===== src/design/mhs_pkg.sv =====
// Shared widths, types and codes for the Moore-Hodgson job selector.
package mhs_pkg;

  localparam int TIME_W = 24;
  localparam int KEPT_W = 11;

  typedef enum logic [1:0] {
    OP_HOLD = 2'd0,
    OP_INS  = 2'd1,
    OP_POP  = 2'd2
  } cell_op_t;

  typedef struct packed {
    cell_op_t            op;
    logic [TIME_W-1:0]   val;
  } cell_cmd_t;

  typedef enum logic [2:0] {
    S_IDLE = 3'b001,
    S_INS  = 3'b010,
    S_POP  = 3'b100
  } state_t;

endpackage


===== src/design/mhs_cell.sv =====
// One cell of the sorted row: holds one kept time, largest times toward cell 0.
module mhs_cell
  import mhs_pkg::*;
(
  input  logic              clk,
  input  cell_cmd_t         cmd,
  input  logic              used,
  input  logic [TIME_W-1:0] prev_val,
  input  logic              prev_ge,
  input  logic [TIME_W-1:0] next_val,
  output logic [TIME_W-1:0] val,
  output logic              ge
);

  logic [TIME_W-1:0] val_next;

  // ge: this cell is occupied and not smaller than the incoming time
  assign ge = used && (val >= cmd.val);

  always_comb begin
    val_next = val;
    case (cmd.op)
      OP_INS: begin
        if (!ge) val_next = prev_ge ? cmd.val : prev_val;
      end
      OP_POP:  val_next = next_val;
      default: val_next = val;
    endcase
  end

  always_ff @(posedge clk) begin
    val <= val_next;
  end

endmodule

===== config.mk =====
export PLATFORM = sky130hd
export DESIGN_NAME = mhs_cell
export DESIGN_NICKNAME = d
export VERILOG_FILES = /design/src/design/mhs_pkg.sv /design/src/design/mhs_cell.sv
export SDC_FILE = /design/constraint.sdc
export NUM_CORES = 1
export LEC_CHECK = 0
export CELL_PAD_IN_SITES_DETAIL_PLACEMENT = 1
export CELL_PAD_IN_SITES_GLOBAL_PLACEMENT = 2
export CORE_ASPECT_RATIO = 1.25
export CORE_MARGIN = 2
export CORE_UTILIZATION = 38
export CTS_CLUSTER_DIAMETER = 120
export DETAILED_ROUTE_END_ITERATION = 12
export DONT_BUFFER_PORTS = 1
export GPL_TIMING_DRIVEN = 0
export PLACE_DENSITY = 0.95
export SKIP_CTS_REPAIR_TIMING = 1
export SYNTH_ARGS = -nofsm -noshare
export SYNTH_HDL_FRONTEND = slang
export SYNTH_SLANG_ARGS = --single-unit

===== constraint.sdc =====
create_clock -name clk -period 6.7 [get_ports clk]
set_clock_uncertainty 0.15 [all_clocks]
set_input_delay 0.335 -clock clk [delete_from_list [all_inputs] [get_ports clk]]
set_output_delay 0.335 -clock clk [all_outputs]
set_load 0.02 [all_outputs]

==> metrics <==
Clock Root Buffer=clkbuf_8; Hold Violations, Final=0; combinational group share of total power=21.1%; worst r2r src=val[0]; fraction of layout cells with a size suffix above 1=7.92%; total power=0.445 mW; antenna cells=0; register area share after synthesis=38.6%; max-cap check violation count=0; vias in the first global route=1594; P_leak=0.912 nW; most frequent cells in the layout=29 x nand2_1, 24 x inv_1, 24 x mux2i_1, 24 x ha_1, 24 x edfxtp_1; total length of routed wires=4.81 mm; commonest non-fill, non-tap cell in the layout=nand2_1; met2 wire length=2.53 mm; Period minus WS final=3.11 ns; top routing layer used=met4; Netlist Area Pre-Place=1870 sq um; Clock Latency Late Sink=0.28 ns; CTS tree=built; largest cells by area after synthesis=edfxtp_1 39%, ha_1 16%, mux2i_1 13%; Psw=0.137 mW; slew margin rel.=50.4%; largest area contributor in the netlist=edfxtp_1; FF+latch count, synth=24; internal power=0.308 mW; status=complete, no violations; FMAX=322 MHz; DRC Markers=0; CP Class=register to register; Gate Count Post-Synth=196; ratio of total power to cell area=217 nW/um^2; Tcrit/Tclk final=46.4%; I/O pin cnt=102; syn nets=297; area of the die=5500 sq um; worst hold start=next_val[9]; Worst Tran Pin Value=0.741 ns; yosys warns=0; Final setup viols=0; met3 wire len=339 microns; DRT iter0 DRCs=31; first-pass GRT wire length=7.27 mm; Initial Util=39.5%; number of CTS-inserted buffers=3; post-synth top area share=38.6%; FF-to-FF path depth=9; switch share=30.7%; R2R setup slack=3.59 ns; IO buf count=0; initial antenna violation count=0; maximum fanout along the worst path=9; fillcell total=567; CP Launch Type=register; CTS clk-pin slew, worst paths=0.10 ns; max FFs per register=24; via count=1429; Syn-to-layout area delta=9.64%; clock sink count=24; Worst Hold Endpoint=val[9]; Die Span X=66.7 microns; vias per cell=5.45; Largest Register=val; core footprint=4730 sq um; router iterations before antenna repair=2; distinct cell type count after synthesis=25; Clock Power Share=30.0%; grt ovf=0; DP Wirelength=3.91 mm; clock buffer depth=2; Slew Limit Fails=0; DR WL/cell=18.4 microns; row count=28; Routed Antenna Nets=0; Die H=82.4 microns; maximum VDD drop=0.111 mV; CP required=6.55 ns; Final #Nets=304; gpl congestion=0.723; Hold Path Class=input port to register; M1 WL=1.88 mm; biggest regs=val (24); unrepaired setup endpoints after global routing=no; Setup crit end kind=register; Seq pwr share=48.9%; mean post-synth cell area=9.53 sq um; TNS Setup=0 ns; CTS H-tree depth=1; post-placement cell count=258; largest net degree at the start of global routing=15; RR Endpoint=val[0]; Post-Layout Cell Count=262; WP data arrival=2.96 ns; hold depth=2; Global Route Usage Sum=17.9%
cell usage after synthesis, drive strengths merged:
library cell	count
nand2	29
o21ai	29
edfxtp	24
ha	24
inv	24
mux2i	24
a21oi	9
buf	6
nor2	4
nor3	4
a211oi	3
nand4	3
clkbuf	2
nand2b	2
nand3	2
nor2b	2
a21o	1
and4	1
o221ai	1
o31a	1
o41ai	1
power groups by stage:
stage | Sequential (mW) | Combinational, mW | Clock [mW]
4_1_cts | 0.218 | 0.0964 | 0.136
5_1_grt | 0.220 | 0.108 | 0.140
3_5_place_dp | 0.222 | 0.0959 | 0
6_report | 0.218 | 0.0937 | 0.134
2_1_floorplan | 0.218 | 0.0699 | 0
3_3_place_gp | 0.222 | 0.0877 | 0
worst max path at each step:
stage          startpoint     end  slack, ns  cells past startpoint
2_1_floorplan      val[0]  val[0]       3.24                      7
3_5_place_dp       val[0]  val[5]       3.55                      9
5_1_grt            val[0]  val[5]       3.49                      9
3_3_place_gp       val[0]  val[0]       2.27                      7
4_1_cts            val[0]  val[4]       3.53                      9
6_report           val[0]  val[0]       3.59                      9
metrics by stage:
| stage | setup WS [ns] | util [%] | cell area, sq um | hold slack, ns |
|---|---|---|---|---|
| after floorplan | 3.24 | - | 1870 | 0.372 |
| after global routing | 3.49 | 43.3 | 2050 | 0.0971 |
| final | 3.59 | 43.3 | 2050 | 0.0961 |
| after global placement | 2.27 | 41.1 | 1940 | 0.373 |
| after CTS | 3.53 | 43.3 | 2050 | 0.0894 |
| after detailed placement | 3.55 | 41.8 | 1980 | 0.385 |
worst max-delay path, stage by stage, from the launching register on:
cell and delay, ns:
edfxtp_1 0.51, inv_1 0.10, ha_1 0.22, nand2b_4 0.14, a211oi_2 0.24, o221ai_1 0.16, and4_4 0.20, o41ai_4 0.68
buf_6 0.25, buf_6 0.17
layout make-up:
cell class / count / area (sq um) / share of cell area, %
repair buffers: 2 / 22.5 / 1.10
clock buffers: 3 / 41.3 / 2.02
plain buffers: 8 / 36.3 / 1.77
well taps: 60 / 75.1 / 3.67
flip-flops and latches: 24 / 721 / 35.2
clock inverters: 1 / 30.0 / 1.47
multi-input cells: 140 / 1030 / 50.4
inverters: 24 / 90.1 / 4.40
per-layer routing:
layer  vias up  global-route usage, %
met5         -                      0
met4         0                   7.35
met3         4                   3.66
met2        53                   33.0
met1       662                   19.7
li1        710                      -
cells by family after synthesis:
logic type | share of synthesized area [%]
AOI/OAI and AO/OA | 14.1
adders and majority gates | 16.1
muxes | 12.9
and+or+nand+nor | 11.6
DFF | 38.6
buffers and inverters | 6.76
Power figures use the tool's default switching activity.
